[src/sv/smcv_pkg.sv]
package smcv_pkg;

  // Field widths of one input item and one result item
  localparam int unsigned PixW   = 8;
  localparam int unsigned DispW  = 6;
  localparam int unsigned CostW  = 17;

  // Configuration register widths
  localparam int unsigned NumW   = 7;
  localparam int unsigned GainW  = 16;
  localparam int unsigned CapW   = 8;
  localparam int unsigned CfgIdxW = 2;
  localparam int unsigned CfgDataW = 16;

  // Product of a Q8.8 gain and an 8-bit difference
  localparam int unsigned ProdW  = GainW + PixW;

  // Upper bound on the cost the datapath can produce
  localparam logic [CostW-1:0] CostMax = 17'd130560;

  // Column counter saturation value
  localparam logic [NumW-1:0] ColMax = 7'd127;

  // Reset values of the configuration registers
  localparam logic [NumW-1:0]  NumDispRst   = 7'd64;
  localparam logic [GainW-1:0] DataGainRst  = 16'd256;
  localparam logic [CapW-1:0]  DataCapRst   = 8'd255;
  localparam logic [GainW-1:0] SeedGainRst  = 16'd0;

  typedef enum logic [CfgIdxW-1:0] {
    CfgNumDisp  = 2'd0,
    CfgDataGain = 2'd1,
    CfgDataCap  = 2'd2,
    CfgSeedGain = 2'd3
  } cfg_idx_e;

  typedef enum logic {
    CtrlIdle,
    CtrlRun
  } ctrl_state_e;

  typedef struct packed {
    logic [PixW-1:0] left_pixel;
    logic [PixW-1:0] right_pixel;
    logic [PixW-1:0] seed_disparity;
    logic            row_start;
  } in_item_t;

  typedef struct packed {
    logic [DispW-1:0] disparity;
    logic [CostW-1:0] cost;
    logic             last;
  } out_item_t;

  // Controller to datapath
  typedef struct packed {
    logic             load;   // take the input item into the datapath
    logic             issue;  // start a disparity this cycle
    logic [DispW-1:0] disp;   // disparity being issued
    logic             last;   // final disparity of the pixel
  } ctrl_cmd_t;

  // Datapath to controller
  typedef struct packed {
    logic             adv;        // pipeline moves this cycle
    logic [DispW-1:0] last_disp;  // effective disparity count minus one
  } ctrl_status_t;

endpackage

[src/sv/smcv_ctrl.sv]
module smcv_ctrl import smcv_pkg::*; (
  input  logic         clk_i,
  input  logic         rst_ni,
  input  logic         in_valid_i,
  output logic         in_stall_o,
  input  ctrl_status_t status_i,
  output ctrl_cmd_t    cmd_o
);

  ctrl_state_e      state_q, state_d;
  logic [DispW-1:0] disp_q, disp_d;

  // State and disparity counter
  always_ff @(posedge clk_i or negedge rst_ni) begin
    if (!rst_ni) begin
      state_q <= CtrlIdle;
      disp_q  <= '0;
    end else begin
      state_q <= state_d;
      disp_q  <= disp_d;
    end
  end

  // Next state and commands
  always_comb begin
    state_d     = state_q;
    disp_d      = disp_q;
    in_stall_o  = 1'b1;
    cmd_o.load  = 1'b0;
    cmd_o.issue = 1'b0;
    cmd_o.disp  = disp_q;
    cmd_o.last  = (disp_q == status_i.last_disp);
    unique case (state_q)
      CtrlIdle: begin
        in_stall_o = 1'b0;
        if (in_valid_i) begin
          cmd_o.load = 1'b1;
          disp_d     = '0;
          state_d    = CtrlRun;
        end
      end
      CtrlRun: begin
        cmd_o.issue = 1'b1;
        if (status_i.adv) begin
          if (disp_q == status_i.last_disp) begin
            state_d = CtrlIdle;
          end else begin
            disp_d = disp_q + 1'b1;
          end
        end
      end
      default: begin
        state_d = CtrlIdle;
      end
    endcase
  end

`ifndef SYNTH
  // An accepted transaction always starts a disparity sweep
  a_accept_runs: assert property (@(posedge clk_i) disable iff (!rst_ni)
    (state_q == CtrlIdle && in_valid_i) |=> (state_q == CtrlRun && disp_q == '0))
    else $error("sweep did not start after accept");

  // The sweep never passes the last disparity
  a_disp_bound: assert property (@(posedge clk_i) disable iff (!rst_ni)
    (state_q == CtrlRun) |-> (disp_q <= status_i.last_disp))
    else $error("disparity counter past last disparity");

  // Issuing the last disparity ends the sweep
  a_last_ends: assert property (@(posedge clk_i) disable iff (!rst_ni)
    (state_q == CtrlRun && status_i.adv && disp_q == status_i.last_disp)
      |=> (state_q == CtrlIdle))
    else $error("sweep did not end after last disparity");
`endif

endmodule

[src/sv/smcv_datapath.sv]
module smcv_datapath import smcv_pkg::*; #(
  parameter int unsigned MAX_DISP = 64
) (
  input  logic                clk_i,
  input  logic                rst_ni,
  input  logic                cfg_valid_i,
  input  logic [CfgIdxW-1:0]  cfg_index_i,
  input  logic [CfgDataW-1:0] cfg_data_i,
  input  in_item_t            in_i,
  input  ctrl_cmd_t           cmd_i,
  output ctrl_status_t        status_o,
  input  logic                out_stall_i,
  output logic                out_valid_o,
  output out_item_t           out_o
);

  localparam int unsigned PtrW = (MAX_DISP > 1) ? $clog2(MAX_DISP) : 1;
  localparam logic [NumW-1:0] MaxDispN = NumW'(MAX_DISP);
  localparam logic [PtrW-1:0] PtrLast  = PtrW'(MAX_DISP - 1);
  localparam logic [PtrW:0]   DepthExt = (PtrW + 1)'(MAX_DISP);

  // Configuration registers
  logic [NumW-1:0]  num_disp_q;
  logic [GainW-1:0] data_gain_q;
  logic [CapW-1:0]  data_cap_q;
  logic [GainW-1:0] seed_gain_q;

  // Per-row state and current item
  logic [NumW-1:0]  col_q, col_d;
  logic [PtrW-1:0]  wptr_q, wptr_d;
  logic [PixW-1:0]  left_q, seed_q;
  logic             on_q, on_d;

  // Right pixel history, circular
  logic [PixW-1:0]  hist_mem [MAX_DISP];
  logic [PixW-1:0]  rdata_q;
  logic [PtrW-1:0]  raddr;
  logic [PtrW-1:0]  rd_disp;

  // Stage 1: history byte arrives
  logic             s1_valid_q;
  logic [DispW-1:0] s1_disp_q;
  logic             s1_last_q;
  logic [PixW-1:0]  s1_left_q, s1_seed_q;
  logic             s1_on_q;

  // Stage 2: products
  logic             s2_valid_q;
  logic [DispW-1:0] s2_disp_q;
  logic             s2_last_q;
  logic [ProdW-1:0] dprod_q, dprod_d;
  logic [ProdW-1:0] sprod_q, sprod_d;

  // Output register
  logic             out_valid_q;
  out_item_t        out_q;

  logic [NumW-1:0]  n_eff;
  logic [NumW-1:0]  x_cur;
  logic             adv;
  logic [PixW-1:0]  diff, capped, sdiff;

  // Config writes
  always_ff @(posedge clk_i or negedge rst_ni) begin
    if (!rst_ni) begin
      num_disp_q  <= NumDispRst;
      data_gain_q <= DataGainRst;
      data_cap_q  <= DataCapRst;
      seed_gain_q <= SeedGainRst;
    end else if (cfg_valid_i) begin
      unique case (cfg_idx_e'(cfg_index_i))
        CfgNumDisp:  num_disp_q  <= cfg_data_i[NumW-1:0];
        CfgDataGain: data_gain_q <= cfg_data_i[GainW-1:0];
        CfgDataCap:  data_cap_q  <= cfg_data_i[CapW-1:0];
        CfgSeedGain: seed_gain_q <= cfg_data_i[GainW-1:0];
        default: ;
      endcase
    end
  end

  // Effective disparity count, clamped to 1..MAX_DISP
  always_comb begin
    if (num_disp_q == '0) begin
      n_eff = NumW'(1);
    end else if (num_disp_q > MaxDispN) begin
      n_eff = MaxDispN;
    end else begin
      n_eff = num_disp_q;
    end
  end

  assign adv = !(out_valid_q && out_stall_i);
  assign status_o.adv       = adv;
  assign status_o.last_disp = DispW'(n_eff - NumW'(1));

  // Column count, data enable and write pointer for a new item
  always_comb begin
    x_cur  = in_i.row_start ? '0 : col_q;
    col_d  = (x_cur != ColMax) ? x_cur + 1'b1 : x_cur;
    on_d   = (x_cur >= n_eff - NumW'(1));
    wptr_d = (wptr_q == PtrLast) ? '0 : wptr_q + 1'b1;
  end

  always_ff @(posedge clk_i or negedge rst_ni) begin
    if (!rst_ni) begin
      col_q  <= '0;
      wptr_q <= '0;
    end else if (cmd_i.load) begin
      col_q  <= col_d;
      wptr_q <= wptr_d;
    end
  end

  always_ff @(posedge clk_i) begin
    if (cmd_i.load) begin
      left_q <= in_i.left_pixel;
      seed_q <= in_i.seed_disparity;
      on_q   <= on_d;
    end
  end

  // History address d entries back from the newest
  always_comb begin
    rd_disp = cmd_i.disp[PtrW-1:0];
    if (rd_disp <= wptr_q) begin
      raddr = wptr_q - rd_disp;
    end else begin
      raddr = PtrW'({1'b0, wptr_q} + DepthExt - {1'b0, rd_disp});
    end
  end

  always_ff @(posedge clk_i) begin
    if (cmd_i.load) begin
      hist_mem[wptr_d] <= in_i.right_pixel;
    end
    if (adv) begin
      rdata_q <= hist_mem[raddr];
    end
  end

  // Stage valids
  always_ff @(posedge clk_i or negedge rst_ni) begin
    if (!rst_ni) begin
      s1_valid_q  <= 1'b0;
      s2_valid_q  <= 1'b0;
      out_valid_q <= 1'b0;
    end else if (adv) begin
      s1_valid_q  <= cmd_i.issue;
      s2_valid_q  <= s1_valid_q;
      out_valid_q <= s2_valid_q;
    end
  end

  // Truncated difference and seed distance
  always_comb begin
    diff    = (s1_left_q >= rdata_q) ? s1_left_q - rdata_q : rdata_q - s1_left_q;
    capped  = (diff > data_cap_q) ? data_cap_q : diff;
    sdiff   = (s1_seed_q >= PixW'(s1_disp_q)) ? s1_seed_q - PixW'(s1_disp_q)
                                               : PixW'(s1_disp_q) - s1_seed_q;
    dprod_d = s1_on_q ? ProdW'(data_gain_q) * ProdW'(capped) : '0;
    sprod_d = (s1_seed_q != '0) ? ProdW'(seed_gain_q) * ProdW'(sdiff) : '0;
  end

  // Stage payloads
  always_ff @(posedge clk_i) begin
    if (adv) begin
      s1_disp_q <= cmd_i.disp;
      s1_last_q <= cmd_i.last;
      s1_left_q <= left_q;
      s1_seed_q <= seed_q;
      s1_on_q   <= on_q;

      s2_disp_q <= s1_disp_q;
      s2_last_q <= s1_last_q;
      dprod_q   <= dprod_d;
      sprod_q   <= sprod_d;

      out_q.disparity <= s2_disp_q;
      out_q.last      <= s2_last_q;
      out_q.cost      <= CostW'(dprod_q[ProdW-1:PixW]) + CostW'(sprod_q[ProdW-1:PixW]);
    end
  end

  assign out_valid_o = out_valid_q;
  assign out_o       = out_q;

`ifndef SYNTH
  // Sum of the two truncated terms stays in range
  a_cost_range: assert property (@(posedge clk_i) disable iff (!rst_ni)
    out_valid_q |-> (out_q.cost <= CostMax))
    else $error("cost above its largest value");

  // A stalled result transaction stays valid and unchanged
  a_out_hold: assert property (@(posedge clk_i) disable iff (!rst_ni)
    (out_valid_q && out_stall_i) |=> (out_valid_q && $stable(out_q)))
    else $error("stalled result changed");

  // The last flag marks the final disparity of the pixel
  a_last_disp: assert property (@(posedge clk_i) disable iff (!rst_ni)
    (out_valid_q && out_q.last) |-> (out_q.disparity == status_o.last_disp))
    else $error("last flag on wrong disparity");
`endif

endmodule

[src/sv/stereo_matching_cost_volume.sv]
// Truncated absolute-difference stereo matching cost. Each accepted input
// transaction (left pixel, right pixel, seed hint, row start) produces one
// result transaction per disparity d = 0 .. n-1, in increasing d, where n is
// num_disparities clamped to 1..MAX_DISP; the last one carries last = 1.
// cost = (data_gain * min(|L - R[x-d]|, data_cap)) >> 8, zero while the
// column is below n-1, plus (seed_gain * |seed - d|) >> 8 when seed is not 0.
// The history memory has one read port and gives one right pixel per cycle
// in a sweep while the output does not stall; a new pixel waits until the
// sweep ends. Results pass stage 1, stage 2 and the output register. Right
// pixels live in a MAX_DISP-deep circular memory that needs no clearing:
// entries are only used once the current row has written them. Configuration
// writes are always ready and must only be issued while the block is idle.
module stereo_matching_cost_volume import smcv_pkg::*; #(
  parameter int unsigned MAX_DISP = 64
) (
  input  logic                clk_i,
  input  logic                rst_ni,
  input  logic                cfg_valid_i,
  output logic                cfg_ready_o,
  input  logic [CfgIdxW-1:0]  cfg_index_i,
  input  logic [CfgDataW-1:0] cfg_data_i,
  input  logic                in_valid_i,
  output logic                in_stall_o,
  input  in_item_t            in_i,
  output logic                out_valid_o,
  input  logic                out_stall_i,
  output out_item_t           out_o
);

  ctrl_cmd_t    cmd;
  ctrl_status_t status;

  assign cfg_ready_o = 1'b1;

  smcv_ctrl u_ctrl (
    .clk_i      (clk_i),
    .rst_ni     (rst_ni),
    .in_valid_i (in_valid_i),
    .in_stall_o (in_stall_o),
    .status_i   (status),
    .cmd_o      (cmd)
  );

  smcv_datapath #(
    .MAX_DISP (MAX_DISP)
  ) u_datapath (
    .clk_i       (clk_i),
    .rst_ni      (rst_ni),
    .cfg_valid_i (cfg_valid_i),
    .cfg_index_i (cfg_index_i),
    .cfg_data_i  (cfg_data_i),
    .in_i        (in_i),
    .cmd_i       (cmd),
    .status_o    (status),
    .out_stall_i (out_stall_i),
    .out_valid_o (out_valid_o),
    .out_o       (out_o)
  );

endmodule

[config.mk]
export PLATFORM = sky130hd
export DESIGN_NAME = stereo_matching_cost_volume
export DESIGN_NICKNAME = d
export VERILOG_FILES = /design/src/sv/smcv_pkg.sv /design/src/sv/smcv_ctrl.sv /design/src/sv/smcv_datapath.sv /design/src/sv/stereo_matching_cost_volume.sv
export SDC_FILE = /design/constraint.sdc
export NUM_CORES = 1
export LEC_CHECK = 0
export BUFFER_PORTS_ARGS = -buffer_cell sky130_fd_sc_hd__buf_4
export CORE_UTILIZATION = 38
export DETAILED_ROUTE_END_ITERATION = 10
export SLEW_MARGIN = 20
export SYNTH_ARGS = -nofsm -noshare
export SYNTH_HDL_FRONTEND = slang
export SYNTH_SLANG_ARGS = --single-unit
[constraint.sdc]
create_clock -name clk_i -period 13.45 [get_ports clk_i]
set_clock_uncertainty 0.2 [all_clocks]
set_input_delay 2.69 -clock clk_i [delete_from_list [all_inputs] [get_ports clk_i]]
set_output_delay 2.69 -clock clk_i [all_outputs]
set_load 0.05 [all_outputs]
-- Yosys cells after proc, flatten, opt, wreduce, memory -nomap -nowiden
Memory sizes are Yosys's and may differ from the RTL's. A register that Yosys moved wholly into a read port is not among the register bits.
Cells that the tools add are included.
- $add $sub $neg: 12
- multipliers: 2
- $lt $le $gt $ge: 6
- equal/unequal tests: 9
- multiplexer cells: 21
- bitwise gates (word level): 1
- reductions and logical operators: 10
- operators with widths (cell ; number):
    $mul A16 B8 Y24 ; 2
    $mux W6 ; 5
    $mux W7 ; 4
    $mux W8 ; 3
    $add A6 B1 Y6 const B ; 3
    $add A16 B16 Y17 ; 1
    $sub A8 B8 Y8 ; 2
    $pmux W6 S2 ; 1
    $sub A6 B6 Y6 ; 2
    $ge A8 B6 Y1 ; 1
    $ge A8 B8 Y1 ; 1
    $gt A8 B8 Y1 ; 1
    $reduce_and A2 Y1 ; 4
    $reduce_bool A8 Y1 ; 1
    $sub A6 B8 Y8 ; 1
    $sub A8 B6 Y8 ; 1
    $add A7 B1 Y7 const B ; 1
    $ge A7 B7 Y1 ; 1
    $gt A7 B7 Y1 const B ; 1
    $logic_not A7 Y1 ; 1
    $mux W1 ; 7
    $ne A7 B7 Y1 const B ; 1
    $sub A7 B1 Y7 const B ; 1
    $eq A6 B6 Y1 ; 1
    other kinds (11) ; 14
- register bits after elaboration: 190
- bits in writable memories: 512
- input bits: 48
- output and inout bits: 27
- memories: 1
- memories (name ; depth ; width ; rd ports ; clocked after Yosys merged registers in ; wr ports ; line ; text):
    u_datapath.hist_mem ; 64 ; 8 ; 1 ; 1 ; 1 ; smcv_datapath.sv:35 ; logic [PixW-1:0] hist_mem [MAX_DISP];

-- Logic depth before layout (Yosys ltp)
Gate-level depths: netlist (run 1).
- depth in word-level cells: 8
- mapped depth: 38

-- Cells and area by module
Synthesis (run 1) repeated with hierarchy kept, for this count alone.
- cells, all modules: 2457
- area total of the unflattened synthesis: 36772.8 um2
- modules (own cells, without submodules) (module ; times used ; cells an instance ; area an instance (um2) ; sequential area each (um2)):
    smcv_datapath ; 1 ; 2395 ; 36221.0 ; 20327.0
    smcv_ctrl ; 1 ; 60 ; 540.5 ; 175.2
    stereo_matching_cost_volume ; 1 ; 2 ; 11.3 ; 0.0

-- Worst setup path after synthesis (run 1)
OpenSTA, ideal clock, no wires.
- path type: reg2reg
- start point: register u_datapath.s1_left_q[0]
- end point: register u_datapath.dprod_q[22], data pin
- arrival time: 8.169 ns
- slack: 4.812 ns
- stages on the path, launching flop included: 38
- path buffers: 2
- period minus slack after synthesis: 8.638 ns
- path through: edfxtp_1 -> inv_1 -> ha_1 -> inv_1 -> fa_1 -> a21o_1 -> a21oi_1 -> a31o_2 -> a21oi_4 -> a211o_1 -> a31oi_1 -> o21ai_0 -> xor2_1 -> ha_1 -> a21oi_1 -> nand2_1 -> o21bai_1 -> clkbuf_1 -> [... 2 more ...] -> clkbuf_1 -> nor2b_1 -> fa_1 -> fa_1 -> fa_1 -> inv_1 -> fa_1 -> inv_1 -> ha_1 -> nand2_1 -> nand2_1 -> a21oi_1 -> o21ai_0 -> or3_1 -> o211a_4 -> o31ai_1 -> nand3_1 -> nor3b_1
- cells in the longest elaborated chain, start to end: 5
- RTL lines (what ; line ; text):
    start: declaration ; smcv_datapath.sv:44 ; logic [PixW-1:0] s1_left_q, s1_seed_q;
    start signal: assignment ; smcv_datapath.sv:169 ; s1_left_q <= left_q;
    $sub A8 B8 Y8 or $ge A8 B8 Y1 (tied branches) ; smcv_datapath.sv:156 ; diff = (s1_left_q >= rdata_q) ? s1_left_q - rdata_q : rdata_q - s1_left_q;
    $mux W8 (*) ; smcv_datapath.sv:156 ;
    $gt A8 B8 Y1 ; smcv_datapath.sv:157 ; capped = (diff > data_cap_q) ? data_cap_q : diff;
    $mux W8 (*) ; smcv_datapath.sv:157 ;
    $mul A16 B8 Y24 (*) ; smcv_datapath.sv:160 ; dprod_d = s1_on_q ? ProdW'(data_gain_q) * ProdW'(capped) : '0;
    end signal: assignment ; smcv_datapath.sv:175 ; dprod_q <= dprod_d;
    end: declaration ; smcv_datapath.sv:51 ; logic [ProdW-1:0] dprod_q, dprod_d;
Every way passes the cells marked *; elsewhere a longest branch is shown, timed or not.
A chain may end at the register's enable or synchronous reset.

-- Worst setup path in the final report (run 1)
Ends and elaborated chain as after synthesis.

==> impl_metrics.env, run 1 <==
export IMPL_routed_via_count=19900
export IMPL_finalCritPeriodShare_pct=67.8
export IMPL_status="finished, final reports clean"
export IMPL_drt_pass1_iter_count=5
export IMPL_critPathMostFrequentCell="fa_1"
export IMPL_placedCellCount=3656
export IMPL_cts_resized=0
export IMPL_stdcell_area_mm2=0.0408
export IMPL_antenna_diode_count=0
export IMPL_dp_hpwl_um=54700
export IMPL_drt_wirelength_per_cell_um=21.5
export IMPL_ys_flop_type="edfxtp_1"
export IMPL_fillerInstances=8356
export IMPL_clk_latency_ns=0.63
export IMPL_first_global_vias=21000
export IMPL_yosysWarnings=0
export IMPL_rsz0062_at_grt="false"
export IMPL_synth_seq_cells=694
export IMPL_core_area_mm2=0.0939
export IMPL_cts_max_level=3
export IMPL_setup_violations=0
export IMPL_cts_tree="yes"
export IMPL_timing_setup_tns_ns=0
export IMPL_die_h_um=311
export IMPL_dr_wl_met3_um=4290
export IMPL_syn_instance_count=2382
export IMPL_port_buffers=73
export IMPL_io_pins=75
export IMPL_cts_root_buffer="clkbuf_16"
export IMPL_critical_path_max_fanout=16
export IMPL_postPlaceCellArea_mm2=0.0383
export IMPL_period_needed_ns=9.12
export IMPL_hold_violations=0
export IMPL_final_max_slew_violation_count=0
export IMPL_synthArstFlopShare_pct=10.1
export IMPL_ant_nets=0
export IMPL_track_usage_pct=17.1
export IMPL_totalWireLength_um=81600
export IMPL_layoutNonFillerInstCount=3794
export IMPL_timing_fmax_mhz=110
export IMPL_design_die_area_mm2=0.0966
export IMPL_worst_pin_slew_ns=1.12
export IMPL_holdBufCountCts=0
export IMPL_critPathRequiredTime_ns=13.60
export IMPL_slowest_stage="o21bai_2"
export IMPL_r2r_cells=34
export IMPL_critPathLaunchType="register"
export IMPL_synth_top_cell_area_share_pct=51.7
export IMPL_max_stage_delay_ns=0.59
export IMPL_netlist_area_mm2=0.0363
export IMPL_grt_start_max_net_pins=71
export IMPL_min_delay_path_depth=0
export IMPL_cts_sinks=694
export IMPL_clk_pin_slew_ns=0.06
export IMPL_criticalPathCategory="reg2reg"
export IMPL_area_sequential_mm2=0.0205
export IMPL_num_rows=112
export IMPL_maxSlewHeadroom_pct=25.4
export IMPL_cts_max_path_buffers=3
export IMPL_multi_input_area_mm2=0.0147
export IMPL_wl_met1_um=36400
export IMPL_cap_violations=0
export IMPL_die_width_um=311
export IMPL_met2RoutedLength_um=39300
export IMPL_nets=2848
export IMPL_critPathArrivalTime_ns=9.27
export IMPL_top_layer_used="met5"
export IMPL_syn_avg_cell_area_um2=15.2
export IMPL_start_util_pct=38.6
export IMPL_grt_first_pass_wirelength_um=127000
export IMPL_drc=0
export IMPL_synth_nets=2751
export IMPL_antenna_found_initial=5
export IMPL_post_cts_buffers=0
export IMPL_synthDistinctLibCells=68
export IMPL_viasPerCell=5.23
export IMPL_drive_gt1_share_pct=18.0
export IMPL_yosysSeqAreaShare_pct=56.6
export IMPL_cts_inserted_buffers=75
export IMPL_area_growth_pct=12.6
export IMPL_synth_edf_count=624
export IMPL_crit_path_end_kind="register"
export IMPL_synth_largest_area_cell="edfxtp_1"
export IMPL_yosys_top_cells_area="edfxtp_1 (52%), mux4_2 (9.9%), fa_1 (9.5%)"
export IMPL_globalRouteOverflowTotal=0
export IMPL_drtIter0Drc=1525
export IMPL_gp_congestion=0.842
export IMPL_holdCritPathClass="reg2reg"
==> layout make-up <==
type | instances | share of cell area (%)
clock buffer | 91 | 4.82
clock inverter | 47 | 1.27
sequential | 694 | 50.2
tap | 1254 | 3.84
timing repair buffer | 94 | 1.83
multi-input combinational | 1388 | 36.0
inverter | 226 | 2.08
==> kinds of logic after synthesis <==
kind of cell | count (synthesis) | synth area share [%]
mux | 236 | 12.2
other cells | 1 | 0.0103
xor+xnor | 71 | 1.74
buf+inv | 300 | 3.15
flops | 694 | 56.6
compound gates | 204 | 3.82
fa+ha+maj | 321 | 14.6
simple gates | 555 | 7.83
==> final timing paths <==
path | startpoint | to | slack [ns]
min | u_datapath.seed_q[4] | u_datapath.s1_seed_q[4] | 0.21
max reg2reg | u_datapath.s1_left_q[0] | u_datapath.dprod_q[22] | 4.33
max in group asynchronous | rst_ni | u_datapath.out_valid_o | 10.37
min reg2reg | u_datapath.seed_q[4] | u_datapath.s1_seed_q[4] | 0.21
min in group asynchronous | rst_ni | u_datapath.seed_gain_q[8] | 2.02
max | u_datapath.s1_left_q[0] | u_datapath.dprod_q[22] | 4.33
==> synth_stat cells, drive strengths merged, types with 33 or more instances <==
cell,number
nor2b,82
nand2,118
edfxtp,624
and2,114
mux2,58
clkbuf,55
nand2b,34
inv,226
dfrtp,60
fa,172
a21oi,61
xnor2,43
o21ai,33
nor2,125
ha,149
mux4,160
==> per-layer routing <==
metal	global-route usage, %	vias up
met4	4.33	4
met5	0	-
met1	23.9	10300
met2	27.9	538
met3	2.75	113
li1	-	8876
==> placed cells by master, fill, tap and decap left out, drive strengths merged, types with 60 or more instances in the layout <==
cell    instances
nor2          125
nor2b          82
ha            149
buf            94
edfxtp        624
a21oi          61
inv           236
dfrtp          60
and2          114
mux4          160
fa            172
clkbuf         91
nand2         118
==> worst max-delay path: cells and delay by family (launching register included) <==
kind	cells	cell delay, ns
buffers and inverters	4	0.25
AOI/OAI and AO/OA	14	3.13
adders and majority gates	8	2.99
and+or+nand+nor	6	1.10
muxes	1	0.55
DFF	1	0.40
xor gates and xnor gates	1	0.22
==> state kept, by name, summed over array words and instances (netlist names), 6 cells and up <==
signal	cells
u_datapath.s1_seed_q	8
u_datapath.data_gain_q	16
u_datapath.out_o	24
u_ctrl.disp_q	6
u_datapath.seed_q	8
u_datapath.rdata_q	8
u_datapath.left_q	8
u_datapath.col_q	7
u_datapath.data_cap_q	8
u_datapath.dprod_q	16
u_datapath.wptr_q	6
u_datapath.s1_left_q	8
u_datapath.sprod_q	16
u_datapath.hist_mem	512
u_datapath.s2_disp_q	6
u_datapath.num_disp_q	7
u_datapath.s1_disp_q	6
u_datapath.seed_gain_q	16
==> stage by stage <==
| stage | util, % | setup slack, ns | hold slack [ns] |
|---|---|---|---|
| floorplan | - | 4.81 | 0.200 |
| detailed placement | 40.8 | 3.96 | 0.205 |
| global route | 43.5 | 3.79 | 0.222 |
| finish | 43.5 | 4.33 | 0.214 |
| CTS | 43.5 | 3.92 | 0.217 |
| global placement | 40.8 | 4.20 | 0.206 |
Power of run 1 is left out: the tool's default activity adds up to more than one toggle a clock period on the data nets, which glitch-free logic cannot reach.
==> run 2: changes to the inputs <==
--- a/config.mk
+++ b/config.mk
@@ -5,6 +5,7 @@
 export SDC_FILE = /design/constraint.sdc
 export NUM_CORES = 1
 export LEC_CHECK = 0
+export ABC_AREA = 1
 export BUFFER_PORTS_ARGS = -buffer_cell sky130_fd_sc_hd__buf_4
 export CORE_UTILIZATION = 38
 export DETAILED_ROUTE_END_ITERATION = 10
==> constraint.sdc (replaced) <==
create_clock -name clk_i -period 7.52 [get_ports clk_i]
set_clock_uncertainty 0.2 [all_clocks]
set_input_delay 1.504 -clock clk_i [delete_from_list [all_inputs] [get_ports clk_i]]
set_output_delay 1.504 -clock clk_i [all_outputs]
set_load 0.05 [all_outputs]
==> run 2 against run 1 <==
  * Sequential share of layout area down 2.3 points
  * Final area up 4.7%
  * Worst setup slack worse by 4.1 ns
  * Largest cell class unchanged
==> impl_metrics.env, run 2 <==
export IMPL_synth_nets=3824
export IMPL_status="finished, final reports clean"
export IMPL_syn_instance_count=3455
export IMPL_slowest_stage="fa_2"
export IMPL_core_area_mm2=0.0973
export IMPL_holdBufCountCts=0
export IMPL_clk_latency_ns=0.66
export IMPL_hold_path_startpoint="u_datapath.s2_disp_q[2]"
export IMPL_num_rows=114
export IMPL_area_growth_pct=13.9
export IMPL_setup_violations=0
export IMPL_layoutNonFillerInstCount=4862
export IMPL_hold_violations=0
export IMPL_r2r_start="u_datapath.s1_left_q[0]"
export IMPL_maxSlewHeadroom_pct=28.4
export IMPL_reg2reg_slack_ns=0.26
export IMPL_globalRouteOverflowTotal=0
export IMPL_cts_max_level=3
export IMPL_period_needed_ns=7.26
export IMPL_die_width_um=316
export IMPL_min_delay_path_depth=0
export IMPL_drc=0
export IMPL_cpLargestDelayFamily="adder cells"
export IMPL_final_max_slew_violation_count=0
export IMPL_critPathRequiredTime_ns=7.70
export IMPL_drt_wirelength_per_cell_um=19.1
export IMPL_track_usage_pct=18.3
export IMPL_largest_reg_flops=512
export IMPL_nets=3892
export IMPL_cap_violations=0
export IMPL_grt_start_max_net_pins=129
export IMPL_ys_flop_type="edfxtp_1"
export IMPL_port_buffers=73
export IMPL_yosys_top_cells_count="edfxtp_1 (624), nor2_1 (563), nand2_1 (460)"
export IMPL_largest_register="u_datapath.hist_mem"
export IMPL_antenna_diode_count=0
export IMPL_critPathLaunchType="register"
export IMPL_cts_sinks=694
export IMPL_yosysWarnings=0
export IMPL_holdCritPathClass="reg2reg"
export IMPL_start_util_pct=38.6
export IMPL_synth_seq_cells=694
export IMPL_synthDistinctLibCells=59
export IMPL_worst_pin_slew_ns=1.07
export IMPL_crit_path_end_kind="register"
export IMPL_drive_gt1_share_pct=10.7
export IMPL_critical_path_max_fanout=8
export IMPL_yosys_top_cells_area="edfxtp_1 (50%), fa_1 (9.2%), nor2_1 (5.6%)"
export IMPL_gp_congestion=0.930
export IMPL_dp_hpwl_um=61100
export IMPL_io_pins=75
export IMPL_utilization_pct=43.9
export IMPL_critPathArrivalTime_ns=7.44
export IMPL_synth_top_cell_area_share_pct=49.9
export IMPL_design_die_area_mm2=0.100
export IMPL_yosysSeqAreaShare_pct=54.6
export IMPL_placedCellCount=4701
export IMPL_netlist_area_mm2=0.0375
export IMPL_layout_commonest_cell="edfxtp_1"
export IMPL_r2r_cells=37
export IMPL_synth_largest_area_cell="edfxtp_1"
export IMPL_finalCritPeriodShare_pct=96.6
export IMPL_criticalPathCategory="reg2reg"
export IMPL_viasPerCell=5.23
export IMPL_antenna_found_initial=2
export IMPL_synth_edf_count=624
export IMPL_cts_tree="yes"
export IMPL_drtIter0Drc=1912
export IMPL_final_cell_mix="edfxtp_1 (624), nor2_1 (555), nand2_1 (442), inv_1 (385), o21ai_0 (239)"
export IMPL_synth_most_common_cell="edfxtp_1"
export IMPL_routed_via_count=25400
export IMPL_totalWireLength_um=92800
export IMPL_drt_pass1_iter_count=5
export IMPL_timing_fmax_mhz=138
export IMPL_ant_nets=0
export IMPL_rsz0062_at_grt="true"
export IMPL_cts_inserted_buffers=77
export IMPL_grt_first_pass_wirelength_um=142000
export IMPL_max_stage_delay_ns=0.54
export IMPL_r2r_end="u_datapath.dprod_q[23]"
export IMPL_cts_max_path_buffers=3
export IMPL_synthArstFlopShare_pct=10.1
export IMPL_cts_root_buffer="clkbuf_16"
export IMPL_critical_path_buf_inv_count=8
export IMPL_syn_avg_cell_area_um2=10.9
export IMPL_clk_pin_slew_ns=0.07
export IMPL_holdPathEnd="u_datapath.out_o[20]"
export IMPL_first_global_vias=25100
export IMPL_die_h_um=316
## run 2: cell types whose count changed after synthesis, sizes merged, moves of 48 or more
cell | previous run | this run
o32ai | 0 | 64
o221ai | 0 | 69
mux2i | 18 | 66
mux4 | 160 | 0
and2 | 114 | 25
a21oi | 61 | 120
nor2b | 82 | 0
inv | 226 | 397
nand2 | 118 | 473
nor2 | 125 | 569
o21ai | 33 | 263
nand3 | 24 | 116
mux2 | 58 | 0
## run 2: cells by family after synthesis
logic type	after synthesis	share of synthesized area, %
buf+inv	529	5.48
simple gates	1230	13.5
xor+xnor	51	1.19
other cells	1	0.00999
mux	66	1.76
fa+ha+maj	321	14.1
compound gates	563	9.34
flops	694	54.6
## run 2: worst max-delay path by stage
stage	from	end	slack, ns	cells after the start
after floorplan	u_datapath.s1_left_q[0]	u_datapath.dprod_q[22]	0.49	35
after global placement	u_datapath.s1_left_q[0]	u_datapath.dprod_q[22]	0.19	37
after detailed placement	u_datapath.s1_left_q[0]	u_datapath.dprod_q[23]	0.06	38
after CTS	u_datapath.s1_left_q[0]	u_datapath.dprod_q[16]	0.01	37
after global routing	u_datapath.s1_left_q[0]	u_datapath.dprod_q[18]	-0.15	40
final	u_datapath.s1_left_q[0]	u_datapath.dprod_q[23]	0.26	37
## run 2: repair_timing
| action | 4_1_cts | 5_1_grt |
|---|---|---|
| resized for setup | 1 | 127 |
| setup buffers | 0 | 18 |
| endpoints found under the setup margin | 4 | 16 |
| cloned | 0 | 2 |
| pin swaps | 0 | 50 |
## run 2: metal layers
layer  wire [um]  track usage (%)  vias to the layer above
met4        2500             5.70                        4
li1            -                -                    12000
met3        4650             2.74                      158
met1       40400             24.1                    12600
met2       45200             31.2                      693
met5          23                0                        -
## run 2: layout make-up
type                    count  area [um^2]
flip-flops and latches    694        20500
clock inverters            51          648
multi-input cells        2233        15600
clock buffers              91         1980
fillers                  9051        54500
repair buffers            120          966
well taps                1276         1600
inverters                 397         1510
## run 2: metrics by stage
step	setup WS [ns]	setup TNS, ns	hold WS [ns]	cell area [um^2]
after floorplan	0.494	0	0.200	37500
after global placement	0.188	0	0.202	39400
after detailed placement	0.0553	0	0.205	39400
after CTS	0.0132	0	0.207	42100
after global routing	-0.145	-0.772	0.223	42800
final	0.259	0	0.208	42800
Power of run 2 is left out for the same reason.
==> run 3: changes to the inputs <==
--- a/config.mk
+++ b/config.mk
@@ -9,6 +9,7 @@
 export BUFFER_PORTS_ARGS = -buffer_cell sky130_fd_sc_hd__buf_4
 export CORE_UTILIZATION = 38
 export DETAILED_ROUTE_END_ITERATION = 10
+export REMOVE_ABC_BUFFERS = 1
 export SLEW_MARGIN = 20
 export SYNTH_ARGS = -nofsm -noshare
 export SYNTH_HDL_FRONTEND = slang
==> run 3 against run 2 <==
  * Worst hold slack worse by 0.0058 ns
  * Count of clock-buffer cells in the layout rose by 5
  * Core utilization shrank 0.37 points
  * Worst setup slack better by 0.037 ns
  * Critical endpoint is now u_datapath.dprod_q[20]
==> impl_metrics.env, run 3 (synthesis gave the netlist of run 2 again) <==
export IMPL_routed_via_count=25500
export IMPL_max_stage_delay_ns=0.52
export IMPL_critPathRequiredTime_ns=7.71
export IMPL_die_width_um=316
export IMPL_cap_violations=0
export IMPL_drtIter0Drc=1890
export IMPL_period_needed_ns=7.22
export IMPL_die_h_um=316
export IMPL_cts_max_path_buffers=3
export IMPL_hold_violations=0
export IMPL_stdcell_area_mm2=0.0424
export IMPL_final_max_slew_violation_count=0
export IMPL_critPathLaunchType="register"
export IMPL_drc=0
export IMPL_fin_ws_ns=0.295
export IMPL_crit_path_end_kind="register"
export IMPL_drt_wirelength_per_cell_um=19.1
export IMPL_first_global_vias=24900
export IMPL_ant_nets=0
export IMPL_core_area_mm2=0.0973
export IMPL_nets=3880
export IMPL_drt_pass1_iter_count=6
export IMPL_worst_pin_slew_ns=1.09
export IMPL_largest_reg_flops=512
export IMPL_clk_pin_slew_ns=0.07
export IMPL_design_die_area_mm2=0.100
export IMPL_critical_path_max_fanout=7
export IMPL_setup_violations=0
export IMPL_drive_gt1_share_pct=9.65
export IMPL_viasPerCell=5.25
export IMPL_start_util_pct=38.6
export IMPL_cts_sinks=694
export IMPL_grt_first_pass_wirelength_um=143000
export IMPL_clk_latency_ns=0.64
export IMPL_cts_inserted_buffers=76
export IMPL_dp_hpwl_um=61300
export IMPL_globalRouteOverflowTotal=0
export IMPL_criticalPathCategory="reg2reg"
export IMPL_layout_commonest_cell="edfxtp_1"
export IMPL_grt_start_max_net_pins=164
export IMPL_port_buffers=73
export IMPL_slowest_stage="fa_1"
export IMPL_antenna_found_initial=6
export IMPL_status="finished, final reports clean"
export IMPL_fillerInstances=9165
export IMPL_timing_fmax_mhz=138
export IMPL_holdBufCountCts=0
export IMPL_fin_hold_ws_ns=0.202
export IMPL_cts_max_level=3
export IMPL_postPlaceCellArea_mm2=0.0394
export IMPL_area_growth_pct=12.9
export IMPL_maxSlewHeadroom_pct=27.6
export IMPL_cts_tree="yes"
export IMPL_track_usage_pct=18.5
export IMPL_finalCritPeriodShare_pct=96.1
export IMPL_largest_register="u_datapath.hist_mem"
export IMPL_gp_congestion=0.889
export IMPL_timing_setup_tns_ns=0
export IMPL_totalWireLength_um=92800
export IMPL_cts_root_buffer="clkbuf_16"
export IMPL_critPathArrivalTime_ns=7.41
export IMPL_final_cell_mix="edfxtp_1 (624), nor2_1 (555), nand2_1 (450), inv_1 (385), o21ai_0 (239)"
export IMPL_num_rows=114
export IMPL_place_ws_ns=0.00497
export IMPL_holdCritPathClass="reg2reg"
export IMPL_io_pins=75
-- run 3: cell count changes in the layout (fill, tap and decap cells not counted), sizes merged, moves of 3 or more --
| cell | change |
|---|---|
| buf | -14 |
| clkinvlp | +7 |
| inv | -3 |
| clkinv | -3 |
| clkbuf | +5 |
| bufinv | -6 |
-- run 3: what timing repair did --
action / 4_1_cts / 5_1_grt
setup buffers: 0 / 9
hold endpoints to repair: 0 / 0
endpoints found under the setup margin: 0 / 16
gates resized for setup: 0 / 87
-- run 3: worst paths after layout --
kind	startpoint	endpoint	slack, ns	cells past startpoint
setup / recovery	u_datapath.s1_left_q[0]	u_datapath.dprod_q[20]	0.30	35
hold / removal	u_datapath.s2_disp_q[1]	u_datapath.out_o[19]	0.20	0
setup reg to reg	u_datapath.s1_left_q[0]	u_datapath.dprod_q[20]	0.30	35
hold reg to reg	u_datapath.s2_disp_q[1]	u_datapath.out_o[19]	0.20	0
min in group asynchronous	rst_ni	u_datapath.seed_gain_q[2]	0.59	1
max in group asynchronous	rst_ni	u_datapath.data_gain_q[13]	5.58	2
-- run 3: metal layers --
layer  vias up  GRT usage, %  wire [um]
li1      12000             -          -
met1     12600          25.1      40500
met2       741          31.2      44500
met3       137          2.47       5310
met4         4          5.29       2450
met5         -             0         23
-- run 3: worst max-delay path, delay by kind of cell (launching register included) --
kind            cells  cell delay [ns]
compound gates      4             0.76
xor+xnor            1             0.18
fa+ha+maj           8             3.04
buf+inv             7             0.64
flops               1             0.38
mux                 1             0.22
simple gates       14             1.59
-- run 3: area by class of cell --
type	instances	area, um^2	share of cell area, %
antenna	2	5.00	0.0118
clock buffer	96	2030	4.78
clock inverter	45	453	1.07
inverter	397	1510	3.56
multi-input combinational	2235	15500	36.4
sequential	694	20500	48.4
tap	1276	1600	3.77
timing repair buffer	106	846	1.99
timing repair inverter	1	7.51	0.0177
-- run 3: metrics by stage --
step / util, % / instances
final: 43.6 / 4852
after global placement: 40.5 / 4696
after global routing: 43.6 / 4850
after floorplan: - / 3323
after detailed placement: 40.5 / 4696
after CTS: 43.1 / 4837
Power of run 3 is left out for the same reason.
